**src/hdl/msrb_pkg.sv**
```systemverilog
`timescale 1ns / 1ps
// ----------------------------------------------------------------------------
// msrb_pkg: shared types and constants of the sprite row blitter
// field widths, shift register width and the scan status bundle
// ----------------------------------------------------------------------------
package msrb_pkg;

	localparam int COORD_W   = 11;  // signed screen coordinate of a sprite
	localparam int POS_W     = 12;  // coordinate after adding a column or row
	localparam int ROW_W     = 4;
	localparam int BITS_W    = 16;
	localparam int RWIDTH_W  = 5;
	localparam int COLOR_W   = 16;
	localparam int ADDR_W    = 32;
	localparam int LINE_SHIFT = 10; // bytes per screen line, as a shift
	localparam int PAT_W     = 32;  // pattern shift register, covers widest sprite
	localparam int CNT_W     = 6;   // column count, holds up to PAT_W

	typedef logic [CNT_W-1:0] col_cnt_t;

	typedef struct packed {
		logic busy;  // columns remain in the current row
		logic cand;  // current column is a set bit on screen
	} scan_st_t;

endpackage

```
**src/hdl/msrb_if.sv**
```systemverilog
`timescale 1ns / 1ps
// ----------------------------------------------------------------------------
// msrb_if: channel interfaces of the sprite row blitter
// row channel in, pixel write channel out, valid/ready handshake
// ----------------------------------------------------------------------------
interface msrb_row_if;
	logic               valid;
	logic               ready;
	logic signed [10:0] sprite_x;
	logic signed [10:0] sprite_y;
	logic [3:0]         row_index;
	logic [15:0]        row_bits;
	logic [4:0]         row_width;
	logic               mirror;
	logic [15:0]        color;

	modport source (output valid, sprite_x, sprite_y, row_index, row_bits, row_width,
		mirror, color, input ready);
	modport sink (input valid, sprite_x, sprite_y, row_index, row_bits, row_width,
		mirror, color, output ready);
endinterface

interface msrb_pix_if;
	logic        valid;
	logic        ready;
	logic [31:0] pixel_address;
	logic [15:0] pixel_color;
	logic        last_of_row;

	modport source (output valid, pixel_address, pixel_color, last_of_row, input ready);
	modport sink (input valid, pixel_address, pixel_color, last_of_row, output ready);
endinterface

```
**src/hdl/msrb_col_scan.sv**
```systemverilog
`timescale 1ns / 1ps
// ----------------------------------------------------------------------------
// msrb_col_scan: column serializer
// shifts the row pattern out one bit per column and tracks the screen column
// ----------------------------------------------------------------------------
module msrb_col_scan
	import msrb_pkg::*;
#(
	parameter int SCREEN_WIDTH = 320
) (
	input  logic                      clk,
	input  logic                      arst_n,
	input  logic                      load,
	input  logic                      adv,
	input  logic [BITS_W-1:0]         ld_bits,
	input  logic                      ld_mirror,
	input  col_cnt_t                  ld_width,
	input  logic signed [COORD_W-1:0] ld_x,
	output scan_st_t                  st
);

	logic [PAT_W-1:0]        pat_q;
	logic                    mirror_q;
	logic signed [POS_W-1:0] col_q;
	col_cnt_t                cnt_q;
	logic [PAT_W-1:0]        pat_ld;
	logic [CNT_W:0]          ld_shift;
	logic                    cur_bit;
	logic                    on_screen;

	// non-mirrored rows are aligned so column zero sits at the msb
	assign ld_shift = (CNT_W+1)'(PAT_W) - {1'b0, ld_width};
	assign pat_ld   = ld_mirror ? PAT_W'(ld_bits) : (PAT_W'(ld_bits) << ld_shift);

	assign cur_bit   = mirror_q ? pat_q[0] : pat_q[PAT_W-1];
	assign on_screen = !col_q[POS_W-1] && (col_q < POS_W'(SCREEN_WIDTH));

	assign st.busy = (cnt_q != '0);
	assign st.cand = st.busy && cur_bit && on_screen;

	always_ff @(posedge clk or negedge arst_n) begin
		if (!arst_n) begin
			cnt_q <= '0;
		end else if (load) begin
			cnt_q <= ld_width;
		end else if (adv) begin
			cnt_q <= cnt_q - col_cnt_t'(1);
		end
	end

	always_ff @(posedge clk) begin
		if (load) begin
			pat_q    <= pat_ld;
			mirror_q <= ld_mirror;
			col_q    <= POS_W'(ld_x);
		end else if (adv) begin
			pat_q <= mirror_q ? (pat_q >> 1) : (pat_q << 1);
			col_q <= col_q + POS_W'(1);
		end
	end

endmodule

```
**src/hdl/mono_sprite_row_blitter.sv**
```systemverilog
`timescale 1ns / 1ps
// ----------------------------------------------------------------------------
// mono_sprite_row_blitter: one-bit sprite row to pixel write expander
// turns one sprite row into halfword frame buffer writes, leftmost first
// ----------------------------------------------------------------------------
// usage
//   rows    : one beat per sprite row (position, row index, pattern, width,
//             mirror flag, color); taken only while the blitter is idle
//   pixels  : one beat per visible set bit, address and color; last_of_row
//             marks the final write of a row; rows with nothing on screen
//             give no beat at all
//   cfg_we / cfg_wdata : writes frame_base, the frame buffer byte address;
//             write it only while no row is in flight
// timing
//   a row is accepted, the sprite column is added to the address, the
//   columns step through the pattern shift register and the held write
//   is released; a rejected row (row or line off screen, zero width) leaves
//   the blitter idle once accepted
//   the first write goes through the hold buffer and the output register and
//   leaves when the next set column or the row end is reached; then at most one per cycle
// reset
//   arst_n clears the sequencer and both write buffers, frame_base returns to 0xC8000000
// stall
//   a stalled pixels port freezes the column scan at a set column once its
//   one-entry hold buffer and the output register are full; nothing is dropped
// ----------------------------------------------------------------------------
module mono_sprite_row_blitter
	import msrb_pkg::*;
#(
	parameter int SCREEN_WIDTH     = 320,
	parameter int SCREEN_HEIGHT    = 240,
	parameter int MAX_SPRITE_WIDTH = 16,
	parameter int MAX_SPRITE_ROWS  = 16
) (
	input  logic              clk,
	input  logic              arst_n,
	input  logic              cfg_we,
	input  logic [ADDR_W-1:0] cfg_wdata,
	msrb_row_if.sink          rows,
	msrb_pix_if.source        pixels
);

	localparam logic [1:0] ST_IDLE = 2'd0;
	localparam logic [1:0] ST_PREP = 2'd1;
	localparam logic [1:0] ST_SCAN = 2'd2;

	localparam logic [ADDR_W-1:0] FRAME_BASE_RST = 32'hC800_0000;

	logic [1:0]              state_q;
	logic [ADDR_W-1:0]       frame_base_q;
	logic [ADDR_W-1:0]       addr_q;       // address of the current column
	logic signed [COORD_W-1:0] sx_q;
	logic [COLOR_W-1:0]      color_q;

	// one write held back until we know whether it is the last of its row
	logic                    hold_v_q;
	logic [ADDR_W-1:0]       hold_addr_q;

	// output register
	logic                    out_v_q;
	logic [ADDR_W-1:0]       out_addr_q;
	logic [COLOR_W-1:0]      out_color_q;
	logic                    out_last_q;

	logic                    accept;
	logic signed [POS_W-1:0] line;
	logic                    line_ok;
	logic                    row_ok;
	col_cnt_t                width_sat;
	logic                    go;
	logic [ADDR_W-1:0]       line_off;
	logic                    out_free;
	logic                    adv;
	logic                    push_mid;
	logic                    push_end;
	logic                    done;
	scan_st_t                scan_st;

	assign rows.ready = (state_q == ST_IDLE);
	assign accept     = rows.valid && rows.ready;

	// row screening: line on screen, row inside the sprite, nonzero width
	assign line      = POS_W'(rows.sprite_y) + POS_W'(rows.row_index);
	assign line_ok   = !line[POS_W-1] && (line < POS_W'(SCREEN_HEIGHT));
	assign row_ok    = (CNT_W'(rows.row_index) < CNT_W'(MAX_SPRITE_ROWS));
	assign width_sat = (CNT_W'(rows.row_width) > CNT_W'(MAX_SPRITE_WIDTH)) ?
		CNT_W'(MAX_SPRITE_WIDTH) : CNT_W'(rows.row_width);
	assign go        = line_ok && row_ok && (width_sat != '0);
	assign line_off  = ADDR_W'(line[POS_W-2:0]) << LINE_SHIFT;

	// scan moves on unless a second candidate would need a busy output
	assign out_free = !out_v_q || pixels.ready;
	assign adv      = (state_q == ST_SCAN) && scan_st.busy &&
		(!(scan_st.cand && hold_v_q) || out_free);
	assign push_mid = adv && scan_st.cand && hold_v_q;
	assign push_end = (state_q == ST_SCAN) && !scan_st.busy && hold_v_q && out_free;
	assign done     = (state_q == ST_SCAN) && !scan_st.busy && (!hold_v_q || out_free);

	msrb_col_scan #(
		.SCREEN_WIDTH (SCREEN_WIDTH)
	) u_scan (
		.clk       (clk),
		.arst_n    (arst_n),
		.load      (accept),
		.adv       (adv),
		.ld_bits   (rows.row_bits),
		.ld_mirror (rows.mirror),
		.ld_width  (width_sat),
		.ld_x      (rows.sprite_x),
		.st        (scan_st)
	);

	// frame base register
	always_ff @(posedge clk or negedge arst_n) begin
		if (!arst_n) begin
			frame_base_q <= FRAME_BASE_RST;
		end else if (cfg_we) begin
			frame_base_q <= cfg_wdata;
		end
	end

	// sequencer
	always_ff @(posedge clk or negedge arst_n) begin
		if (!arst_n) begin
			state_q <= ST_IDLE;
		end else begin
			case (state_q)
				ST_IDLE: begin
					if (accept && go) state_q <= ST_PREP;
				end
				ST_PREP: begin
					state_q <= ST_SCAN;
				end
				ST_SCAN: begin
					if (done) state_q <= ST_IDLE;
				end
				default: begin
					state_q <= ST_IDLE;
				end
			endcase
		end
	end

	// address walk: line base, then the sprite column, then +2 per column
	always_ff @(posedge clk) begin
		if (accept) begin
			addr_q  <= frame_base_q + line_off;
			sx_q    <= rows.sprite_x;
			color_q <= rows.color;
		end else if (state_q == ST_PREP) begin
			addr_q <= addr_q + {{(ADDR_W-COORD_W-1){sx_q[COORD_W-1]}}, sx_q, 1'b0};
		end else if (adv) begin
			addr_q <= addr_q + ADDR_W'(2);
		end
	end

	// hold buffer
	always_ff @(posedge clk or negedge arst_n) begin
		if (!arst_n) begin
			hold_v_q <= 1'b0;
		end else if (adv && scan_st.cand) begin
			hold_v_q <= 1'b1;
		end else if (push_end) begin
			hold_v_q <= 1'b0;
		end
	end

	always_ff @(posedge clk) begin
		if (adv && scan_st.cand) hold_addr_q <= addr_q;
	end

	// output register
	always_ff @(posedge clk or negedge arst_n) begin
		if (!arst_n) begin
			out_v_q <= 1'b0;
		end else if (push_mid || push_end) begin
			out_v_q <= 1'b1;
		end else if (pixels.ready) begin
			out_v_q <= 1'b0;
		end
	end

	always_ff @(posedge clk) begin
		if (push_mid || push_end) begin
			out_addr_q  <= hold_addr_q;
			out_color_q <= color_q;
			out_last_q  <= push_end;
		end
	end

	assign pixels.valid         = out_v_q;
	assign pixels.pixel_address = out_addr_q;
	assign pixels.pixel_color   = out_color_q;
	assign pixels.last_of_row   = out_last_q;

endmodule

```
**src/flat_wrapper.sv**
```systemverilog
// flat-port wrapper written by rule: the top's interface ports become plain ports
module mono_sprite_row_blitter_flat import msrb_pkg::*;
#(
	parameter int SCREEN_WIDTH     = 320,
	parameter int SCREEN_HEIGHT    = 240,
	parameter int MAX_SPRITE_WIDTH = 16,
	parameter int MAX_SPRITE_ROWS  = 16
)
  (clk, arst_n, cfg_we, cfg_wdata, rows_valid, rows_sprite_x, rows_sprite_y, rows_row_index, rows_row_bits, rows_row_width, rows_mirror, rows_color, rows_ready, pixels_valid, pixels_pixel_address, pixels_pixel_color, pixels_last_of_row, pixels_ready);
  msrb_row_if rows_i ();
  msrb_pix_if pixels_i ();
  input  logic clk;
  input  logic arst_n;
  input  logic cfg_we;
  input  logic [ADDR_W-1:0] cfg_wdata;
  input wire logic [$bits(rows_i.valid)-1:0] rows_valid;
  input wire logic [$bits(rows_i.sprite_x)-1:0] rows_sprite_x;
  input wire logic [$bits(rows_i.sprite_y)-1:0] rows_sprite_y;
  input wire logic [$bits(rows_i.row_index)-1:0] rows_row_index;
  input wire logic [$bits(rows_i.row_bits)-1:0] rows_row_bits;
  input wire logic [$bits(rows_i.row_width)-1:0] rows_row_width;
  input wire logic [$bits(rows_i.mirror)-1:0] rows_mirror;
  input wire logic [$bits(rows_i.color)-1:0] rows_color;
  output wire logic [$bits(rows_i.ready)-1:0] rows_ready;
  output wire logic [$bits(pixels_i.valid)-1:0] pixels_valid;
  output wire logic [$bits(pixels_i.pixel_address)-1:0] pixels_pixel_address;
  output wire logic [$bits(pixels_i.pixel_color)-1:0] pixels_pixel_color;
  output wire logic [$bits(pixels_i.last_of_row)-1:0] pixels_last_of_row;
  input wire logic [$bits(pixels_i.ready)-1:0] pixels_ready;
  assign rows_i.valid = rows_valid;
  assign rows_i.sprite_x = rows_sprite_x;
  assign rows_i.sprite_y = rows_sprite_y;
  assign rows_i.row_index = rows_row_index;
  assign rows_i.row_bits = rows_row_bits;
  assign rows_i.row_width = rows_row_width;
  assign rows_i.mirror = rows_mirror;
  assign rows_i.color = rows_color;
  assign rows_ready = rows_i.ready;
  assign pixels_valid = pixels_i.valid;
  assign pixels_pixel_address = pixels_i.pixel_address;
  assign pixels_pixel_color = pixels_i.pixel_color;
  assign pixels_last_of_row = pixels_i.last_of_row;
  assign pixels_i.ready = pixels_ready;
  mono_sprite_row_blitter #(.SCREEN_WIDTH(SCREEN_WIDTH), .SCREEN_HEIGHT(SCREEN_HEIGHT), .MAX_SPRITE_WIDTH(MAX_SPRITE_WIDTH), .MAX_SPRITE_ROWS(MAX_SPRITE_ROWS)) u_core (.clk(clk), .arst_n(arst_n), .cfg_we(cfg_we), .cfg_wdata(cfg_wdata), .rows(rows_i), .pixels(pixels_i));
endmodule
```
**config.mk**
```make
export PLATFORM = sky130hd
export DESIGN_NAME = mono_sprite_row_blitter_flat
export DESIGN_NICKNAME = d
export VERILOG_FILES = /design/src/hdl/msrb_pkg.sv /design/src/hdl/msrb_if.sv /design/src/hdl/msrb_col_scan.sv /design/src/hdl/mono_sprite_row_blitter.sv /design/src/flat_wrapper.sv
export SDC_FILE = /design/constraint.sdc
export NUM_CORES = 1
export LEC_CHECK = 0
export BUFFER_PORTS_ARGS = -buffer_cell sky130_fd_sc_hd__buf_2
export CELL_PAD_IN_SITES_DETAIL_PLACEMENT = 2
export CELL_PAD_IN_SITES_GLOBAL_PLACEMENT = 2
export CORE_UTILIZATION = 39
export DETAILED_ROUTE_END_ITERATION = 10
export PLACE_DENSITY = 0.87
export SYNTH_ARGS = -nofsm -noshare
export SYNTH_HDL_FRONTEND = slang
export SYNTH_SLANG_ARGS = --single-unit
```
**constraint.sdc**
```tcl
create_clock -name clk -period 4.6 [get_ports clk]
set_input_delay 1.15 -clock clk [delete_from_list [all_inputs] [get_ports clk]]
set_output_delay 1.15 -clock clk [all_outputs]
set_load 0.1 [all_outputs]
```
==> impl_metrics.yaml, run 1 <==
synthesis:
  async_flop_share: 0.185
  synth-seq-cells: 227
  syn_nets: 1192
  ys.flop_type: "edfxtp_1"
  synthesis.area_sq_um: 12100
  synth_cell_types: 67
  syn_inst: 1036
  ys_warn_count: 0
  syn_area_per_cell_sq_um: 11.7
  synth_edf_count: 185
  ys_seq_area_frac: 0.544
detailed_routing:
  drt_wl_total_um: 37400
  via_per_inst: 5.64
  drc: 0
  firstDrtPassIters: 4
  drt.antenna.violating_nets: 0
  initialDrtViolationCount: 526
  vias: 9065
  detail_route.wl_per_cell_um: 23.3
critical_path:
  critPathLaunchType: "input pin"
  r2r_start: "u_core.state_q[0]$_DFFE_PN0P_"
  endpoint_kind: "register"
  path_max_fanout: 5
  r2r_end: "u_core.addr_q[28]$_DFFE_PP_"
  reg2reg_slack_ns: 0.37
  crit_arrival_ns: 4.48
  crit_type: "in -> reg"
  rr_worst_depth: 13
  worstPathRequired_ns: 4.84
die:
  core_sq_um: 30600
  die_w_um: 178
  die-area_sq_um: 31900
  num_rows: 64
  die_y_um: 178
  start_util: 0.397
  ioPinCount: 152
global_route:
  grt_start_max_net_pins: 92
  antenna_found_initial: 0
  grt_pass1_wl_um: 57500
  overflow: 0
  grt_use_total: 0.236
  grt_pass1_vias: 10000
layout:
  syn_to_final_growth_pct: 18.4
  finalInstanceArea_sq_um: 14400
  n_antenna_cell: 0
  layout_commonest_cell: "edfxtp_1"
  fin_cells: 1606
  final_cell_mix: "185 x edfxtp_1, 151 x buf_2, 81 x a21oi_1"
  drive_gt1_frac: 0.226
  n_fill_cell: 3153
  nets: 1346
power:
  power_frac_seq: 0.418
  p_sw_frac: 0.323
  p_clk_frac: 0.324
  p_leak_nw: 5.71
  internal_power_mw: 4.93
  pwr_density_cell_nw_per_um2: 506
  combPwrFrac: 0.257
  ir_drop_v: 0.000270
  p_sw_mw: 2.35
  power_mw: 7.28
sta:
  setup_viol: 0
  slew_headroom: 0.360
  tightest_slew_ns: 0.960
  final.setup_skew_ns: 0.0172
  max_freq_mhz: 236
  rsz0062_at_grt: "false"
  hold_violations: 0
  timing.hold.ws_ns: 0.422
  period_minus_slack_ns: 4.24
  finalMaxSlewViolations: 0
  timing.setup.tns_ns: 0
  min_period_over_period: 0.922
clock_tree:
  clockRootBuffer: "clkbuf_16"
  cts_resized: 0
  cts_buffer_depth: 3
  cts_max_level: 1
  cts.hold.buffers_added: 0
  cts_sinks: 227
  cts_buffers: 26
  clock_latency_ns: 0.53
  cts_setup_buffers: 0
  cts_tree: "done"
  clkTransAtPathRegs_ns: 0.06
status:
  status: "completed"
hold_path:
  hp-class: "reg -> reg"
  whs_endpoint: "u_core.pixels.pixel_address[6]$_DFFE_PP_"
  whs_path_depth: 0
  holdCritStartpoint: "u_core.hold_addr_q[6]$_DFFE_PP_"
placed_design:
  placed_area_sq_um: 13400
  dp_hpwl_um: 27400
  portBuffers: 151
  globalplace.congestion: 0.839
  placedCellCount: 1558
run:
  cap_viol_max_count: 0
==> worst max-delay path, cell delays in order <==
cell	delay (ns)
buf_2	0.12
ha_1	0.29
a21o_1	0.19
a21oi_1	0.21
nor2b_1	0.08
o21ai_0	0.30
nor2_1	0.10
xor2_1	0.24
ha_1	0.33
and2_1	0.17
o21ai_0	0.19
o31ai_2	0.13
o211ai_1	0.47
nor3_1	0.14
xor2_1	0.17
nor2_1	0.12
a21oi_1	0.07
==> routing by layer <==
layer,GRT usage,share of wire,vias up
li1,-,-,4216
met5,0,0,-
met2,0.423,0.51,204
met4,0.0491,0.017,0
met1,0.305,0.44,4603
met3,0.0256,0.038,42
==> final cells by class <==
type	count	area [sq um]	area share
tap	396	495	0.0344
sequential	227	6610	0.460
multi-input combinational	748	5320	0.370
clock inverter	13	249	0.0173
timing repair buffer	173	933	0.0649
clock buffer	35	726	0.0505
inverter	14	52.6	0.00365
==> flip-flops by register name (all words and copies together), names as in the netlist <==
name	count
u_core.u_scan.col_q	12
u_core.hold_addr_q	32
u_core.u_scan.cnt_q	6
u_core.sx_q	11
u_core.frame_base_q	32
u_core.pixels.pixel_address	32
u_core.u_scan.mirror_q	1
u_core.hold_v_q	1
u_core.pixels.pixel_color	16
u_core.pixels.last_of_row	1
u_core.addr_q	32
u_core.color_q	16
u_core.pixels.valid	1
u_core.state_q	2
u_core.u_scan.pat_q	32
==> through the flow <==
step | utilization | worst slack [ns]
detailed placement | 0.438 | -0.256
global placement | 0.438 | 0.0759
finish | 0.470 | 0.361
CTS | 0.470 | 0.223
global route | 0.470 | 0.00924
floorplan | - | 0.247
==> power groups by stage <==
stage,registers [mW],logic [mW],clock network [mW]
2_1_floorplan,2.97,1.26,0
3_3_place_gp,3.04,1.71,0
3_5_place_dp,3.08,1.83,0
4_1_cts,3.05,1.88,2.41
5_1_grt,3.08,2.04,2.48
6_report,3.05,1.87,2.36
==> synth_stat cells (all sizes together), types with 17 or more instances <==
cell type,count,area share
a211oi,19,0.013
a21o,19,0.012
a21oi,81,0.033
clkbuf,30,0.0094
dfrtp,39,0.080
edfxtp,185,0.46
ha,52,0.054
mux2,33,0.031
mux2i,77,0.063
nand2,70,0.022
nand3,21,0.0087
nor2,76,0.023
nor3,27,0.011
o21ai,59,0.025
o22ai,17,0.0088
xnor2,39,0.028
xor2,27,0.019
==> worst max-delay path by stage <==
stage / startpoint / to / slack [ns]
3_5_place_dp: rows_row_index[1] / u_core.addr_q[31]$_DFFE_PP_ / -0.26
5_1_grt: rows_row_index[1] / u_core.addr_q[31]$_DFFE_PP_ / 0.009
3_3_place_gp: rows_row_index[1] / u_core.addr_q[31]$_DFFE_PP_ / 0.08
2_1_floorplan: rows_row_index[1] / u_core.addr_q[28]$_DFFE_PP_ / 0.25
4_1_cts: rows_row_index[1] / u_core.addr_q[31]$_DFFE_PP_ / 0.22
6_report: rows_row_index[1] / u_core.addr_q[31]$_DFFE_PP_ / 0.36
==> cell families after synthesis <==
family                     after synthesis  synth area share
AOI/OAI and AO/OA                      255             0.133
and+or+nand+nor                        262             0.102
xor gates and xnor gates                66            0.0476
DFF                                    227             0.544
adders and majority gates               55            0.0585
buffers and inverters                   61            0.0203
muxes                                  110            0.0940
Note: power is estimated with default switching activity, not from simulation.
==> inputs of run 2 (changes only) <==
--- a/config.mk
+++ b/config.mk
@@ -11,6 +11,7 @@
 export CORE_UTILIZATION = 39
 export DETAILED_ROUTE_END_ITERATION = 10
 export PLACE_DENSITY = 0.87
+export REMOVE_ABC_BUFFERS = 1
 export SYNTH_ARGS = -nofsm -noshare
 export SYNTH_HDL_FRONTEND = slang
 export SYNTH_SLANG_ARGS = --single-unit
==> impl_metrics.yaml, run 2 (same netlist as run 1, synthesis figures left out) <==
status:
  status: "completed"
die:
  num_rows: 64
  die_y_um: 178
  core_sq_um: 30600
  start_util: 0.397
  die_w_um: 178
  die-area_sq_um: 31900
  ioPinCount: 152
sta:
  worst_slack_ns: 0.223
  finalMaxSlewViolations: 0
  period_minus_slack_ns: 4.38
  slew_headroom: 0.242
  setup_viol: 0
  rsz0062_at_grt: "false"
  min_period_over_period: 0.951
  max_freq_mhz: 228
  timing.setup.tns_ns: 0
  hold_violations: 0
  tightest_slew_ns: 1.14
  final.setup_skew_ns: 0.0207
layout:
  nets: 1351
  syn_to_final_growth_pct: 17.4
  finalInstanceArea_sq_um: 14300
  drive_gt1_frac: 0.221
  final_cell_mix: "185 x edfxtp_1, 151 x buf_2, 81 x a21oi_1"
  layout_commonest_cell: "edfxtp_1"
global_route:
  overflow: 0
  grt_pass1_vias: 10200
  grt_pass1_wl_um: 58700
  grt_use_total: 0.241
  antenna_found_initial: 3
  grt_start_max_net_pins: 84
placed_design:
  dp_slack_ns: -0.337
  portBuffers: 151
  placed_area_sq_um: 13400
  globalplace.congestion: 0.840
  dp_hpwl_um: 27700
clock_tree:
  cts_buffers: 27
  clock_latency_ns: 0.55
  clkTransAtPathRegs_ns: 0.07
  cts_tree: "done"
  cts_resized: 0
  cts_max_level: 1
  cts_sinks: 227
  clockRootBuffer: "clkbuf_16"
  cts_buffer_depth: 3
critical_path:
  crit_type: "in -> reg"
  endpoint_kind: "register"
  crit_arrival_ns: 4.67
  r2r_end: "u_core.addr_q[21]$_DFFE_PP_"
  rr_worst_depth: 13
  cp-endpoint: "u_core.addr_q[28]$_DFFE_PP_"
  worstPathRequired_ns: 4.89
  path_max_fanout: 4
  r2r_start: "u_core.state_q[1]$_DFFE_PN0P_"
  critPathLaunchType: "input pin"
  crit_start: "rows_row_index[1]"
  reg2reg_slack_ns: 0.48
power:
  ir_drop_v: 0.000286
  pwr_density_cell_nw_per_um2: 485
  p_leak_nw: 5.66
detailed_routing:
  firstDrtPassIters: 5
  drt.antenna.violating_nets: 0
  drc: 0
  vias: 9136
  drt_wl_total_um: 37600
  initialDrtViolationCount: 465
  via_per_inst: 5.67
  detail_route.wl_per_cell_um: 23.3
hold_path:
  hp-class: "reg -> reg"
run:
  cap_viol_max_count: 0
run 2: worst min-delay path by stage:
| stage | end | cells after the start | start | slack [ns] |
|---|---|---|---|---|
| after floorplan | u_core.hold_addr_q[0]$_DFFE_PP_ | 0 | u_core.addr_q[0]$_DFFE_PP_ | 0.40 |
| after global placement | u_core.pixels.pixel_color[7]$_DFFE_PP_ | 0 | u_core.color_q[7]$_DFFE_PP_ | 0.40 |
| after detailed placement | u_core.pixels.pixel_address[23]$_DFFE_PP_ | 0 | u_core.hold_addr_q[23]$_DFFE_PP_ | 0.41 |
| after CTS | u_core.pixels.pixel_address[19]$_DFFE_PP_ | 0 | u_core.hold_addr_q[19]$_DFFE_PP_ | 0.42 |
| after global routing | u_core.hold_addr_q[0]$_DFFE_PP_ | 0 | u_core.addr_q[0]$_DFFE_PP_ | 0.42 |
| final | u_core.hold_addr_q[0]$_DFFE_PP_ | 0 | u_core.addr_q[0]$_DFFE_PP_ | 0.42 |
run 2: through the flow:
| stage | utilization | hold WS [ns] | power [mW] | cells |
|---|---|---|---|---|
| after floorplan | - | 0.400 | 4.21 | 989 |
| after global placement | 0.439 | 0.400 | 4.72 | 1561 |
| after detailed placement | 0.439 | 0.406 | 4.91 | 1561 |
| after CTS | 0.466 | 0.420 | 6.98 | 1610 |
| after global routing | 0.466 | 0.424 | 7.25 | 1611 |
| final | 0.466 | 0.419 | 6.92 | 1612 |
run 2: report_power, final:
group	switching (mW)	internal [mW]
clock	0.854	1.17
sequential	0.286	2.76
combinational	1.18	0.683
total	2.32	4.61
run 2: timing repair:
| item | in CTS | in global routing |
|---|---|---|
| buffers inserted | 0 | 1 |
| endpoints found under the setup margin | 0 | 4 |
| hold buffers | 0 | 0 |
run 2: routing by layer:
layer	routed length [um]	track usage
met5	18	0
met4	865	0.0611
met3	1780	0.0382
met2	19000	0.426
met1	15900	0.303
run 2: final cells by class:
class / instances / area (sq um)
antenna: 1 / 2.50
clock buffer: 43 / 786
clock inverter: 6 / 43.8
fill: 3129 / 16300
inverter: 14 / 52.6
multi-input combinational: 748 / 5310
sequential: 227 / 6610
tap: 396 / 495
timing repair buffer: 177 / 963
run 2: critical path: stages:
cell and delay, ns:
buf_2 0.12, ha_1 0.29, a21o_1 0.18, a21oi_1 0.18, nor2b_1 0.08, o21ai_0 0.21
buf_4 0.18, nor2_1 0.05, xor2_1 0.29, ha_1 0.31, a21oi_1 0.17, o21a_1 0.15
a31oi_1 0.06, a221oi_2 0.61, or3_1 0.21, a21oi_1 0.06, or3_1 0.38
==> inputs of run 3 (changes only) <==
--- a/config.mk
+++ b/config.mk
@@ -6,7 +6,7 @@
 export NUM_CORES = 1
 export LEC_CHECK = 0
 export BUFFER_PORTS_ARGS = -buffer_cell sky130_fd_sc_hd__buf_2
-export CELL_PAD_IN_SITES_DETAIL_PLACEMENT = 2
+export CELL_PAD_IN_SITES_DETAIL_PLACEMENT = 1
 export CELL_PAD_IN_SITES_GLOBAL_PLACEMENT = 2
 export CORE_UTILIZATION = 39
 export DETAILED_ROUTE_END_ITERATION = 10
==> impl_metrics.yaml, run 3 (same netlist as run 1, synthesis figures left out) <==
placed_design:
  globalplace.congestion: 0.840
  dp_hpwl_um: 23100
  portBuffers: 151
  dp_slack_ns: -0.0557
  placed_area_sq_um: 13400
  placedCellCount: 1561
clock_tree:
  cts_buffers: 26
  cts_tree: "done"
  cts_sinks: 227
  clkTransAtPathRegs_ns: 0.07
  clockRootBuffer: "clkbuf_16"
  cts.hold.buffers_added: 0
  cts_buffer_depth: 3
  cts_resized: 0
  cts_max_level: 1
  clock_latency_ns: 0.54
  cts_setup_buffers: 0
detailed_routing:
  drt_wl_total_um: 31400
  vias: 8727
  firstDrtPassIters: 5
  initialDrtViolationCount: 506
  drt.antenna.violating_nets: 0
  drc: 0
  detail_route.wl_per_cell_um: 19.5
  via_per_inst: 5.42
die:
  die_w_um: 178
  ioPinCount: 152
  start_util: 0.397
  die-area_sq_um: 31900
  die_y_um: 178
  num_rows: 64
  core_sq_um: 30600
sta:
  setup_viol: 0
  tightest_slew_ns: 1.12
  finalMaxSlewViolations: 0
  period_minus_slack_ns: 4.21
  min_period_over_period: 0.914
  worst_slack_ns: 0.395
  timing.hold.ws_ns: 0.416
  final.setup_skew_ns: 0.0142
  slew_headroom: 0.254
  hold_violations: 0
  max_freq_mhz: 238
  rsz0062_at_grt: "false"
  timing.setup.tns_ns: 0
layout:
  drive_gt1_frac: 0.225
  n_fill_cell: 3283
  syn_to_final_growth_pct: 17.7
  fin_cells: 1611
  finalInstanceArea_sq_um: 14300
  final_cell_mix: "185 x edfxtp_1, 151 x buf_2, 81 x a21oi_1"
  layout_commonest_cell: "edfxtp_1"
  utilization: 0.467
  nets: 1349
global_route:
  overflow: 0
  grt_pass1_vias: 9042
  grt_use_total: 0.200
  grt_pass1_wl_um: 49600
  antenna_found_initial: 4
  grt_start_max_net_pins: 84
critical_path:
  cp_cell_sequence: "buf_2, ha_1, a21o_1, a21oi_1, nor2b_1, o21ai_0, buf_4, nor2_1, xor2_1, ha_1, a21oi_1, o21a_1, a31oi_1, a221oi_2, or3_1, a21oi_1, or3_1"
  crit_type: "in -> reg"
  endpoint_kind: "register"
  crit_path_max_incr_delay_ns: 0.56
  critPathLaunchType: "input pin"
  slowest_stage: "a221oi_2"
  worstPathRequired_ns: 4.88
  crit_arrival_ns: 4.48
  path_max_fanout: 4
  cpMostUsedCell: "a21oi_1"
status:
  status: "completed"
power:
  power_mw: 6.85
  pwr_density_cell_nw_per_um2: 479
  p_leak_nw: 5.67
  ir_drop_v: 0.000269
hold_path:
  hp-class: "reg -> reg"
run:
  cap_viol_max_count: 0
[run 3: cell count changes in the layout (fill, tap and decap cells not counted), sizes merged]
cell | before | now
clkbuf | 43 | 37
clkinv | 4 | 7
bufinv | 0 | 2
buf | 177 | 176
clkinvlp | 1 | 2
diode | 1 | 2
inv | 15 | 14
[run 3: layout make-up]
| type | count | area, sq um | area share |
|---|---|---|---|
| antenna | 2 | 5.00 | 0.000350 |
| clock buffer | 37 | 742 | 0.0519 |
| clock inverter | 11 | 123 | 0.00858 |
| inverter | 14 | 52.6 | 0.00368 |
| multi-input combinational | 748 | 5310 | 0.372 |
| sequential | 227 | 6610 | 0.462 |
| tap | 396 | 495 | 0.0347 |
| timing repair buffer | 176 | 956 | 0.0669 |
[run 3: power by group]
group	internal, mW	total (mW)	switching, mW	leakage, nW
Combinational	0.675	1.75	1.07	3.00
Sequential	2.75	3.02	0.265	2.25
Clock	1.24	2.08	0.845	0.418
Total	4.66	6.85	2.18	5.67
[run 3: metal layers]
metal | part of all wire | global-route usage | wire (um) | vias to the layer above
met5 | 0.00067 | 0 | 21 | -
met3 | 0.052 | 0.0356 | 1630 | 42
met1 | 0.47 | 0.280 | 14800 | 4261
li1 | - | - | - | 4239
met4 | 0.019 | 0.0448 | 601 | 4
met2 | 0.46 | 0.320 | 14400 | 181
[run 3: worst max-delay path: cells and delay by family]
family / cells / cell delay [ns]
buffers and inverters: 2 / 0.27
AOI/OAI and AO/OA: 8 / 1.51
and+or+nand+nor: 4 / 0.70
adders and majority gates: 2 / 0.58
xor gates and xnor gates: 1 / 0.27
[run 3: final timing paths]
check / end / slack, ns / cells after the start / start
worst min register to register: u_core.pixels.pixel_address[5]$_DFFE_PP_ / 0.42 / 0 / u_core.hold_addr_q[5]$_DFFE_PP_
min in group asynchronous: u_core.frame_base_q[16]$_DFFE_PN0P_ / 0.83 / 1 / arst_n
worst max-delay path: u_core.addr_q[28]$_DFFE_PP_ / 0.39 / 17 / rows_row_index[1]
worst max register to register: u_core.addr_q[28]$_DFFE_PP_ / 0.66 / 12 / u_core.state_q[1]$_DFFE_PN0P_
worst min-delay path: u_core.pixels.pixel_address[5]$_DFFE_PP_ / 0.42 / 0 / u_core.hold_addr_q[5]$_DFFE_PP_
max in group asynchronous: u_core.frame_base_q[0]$_DFFE_PN0P_ / 3.08 / 1 / arst_n
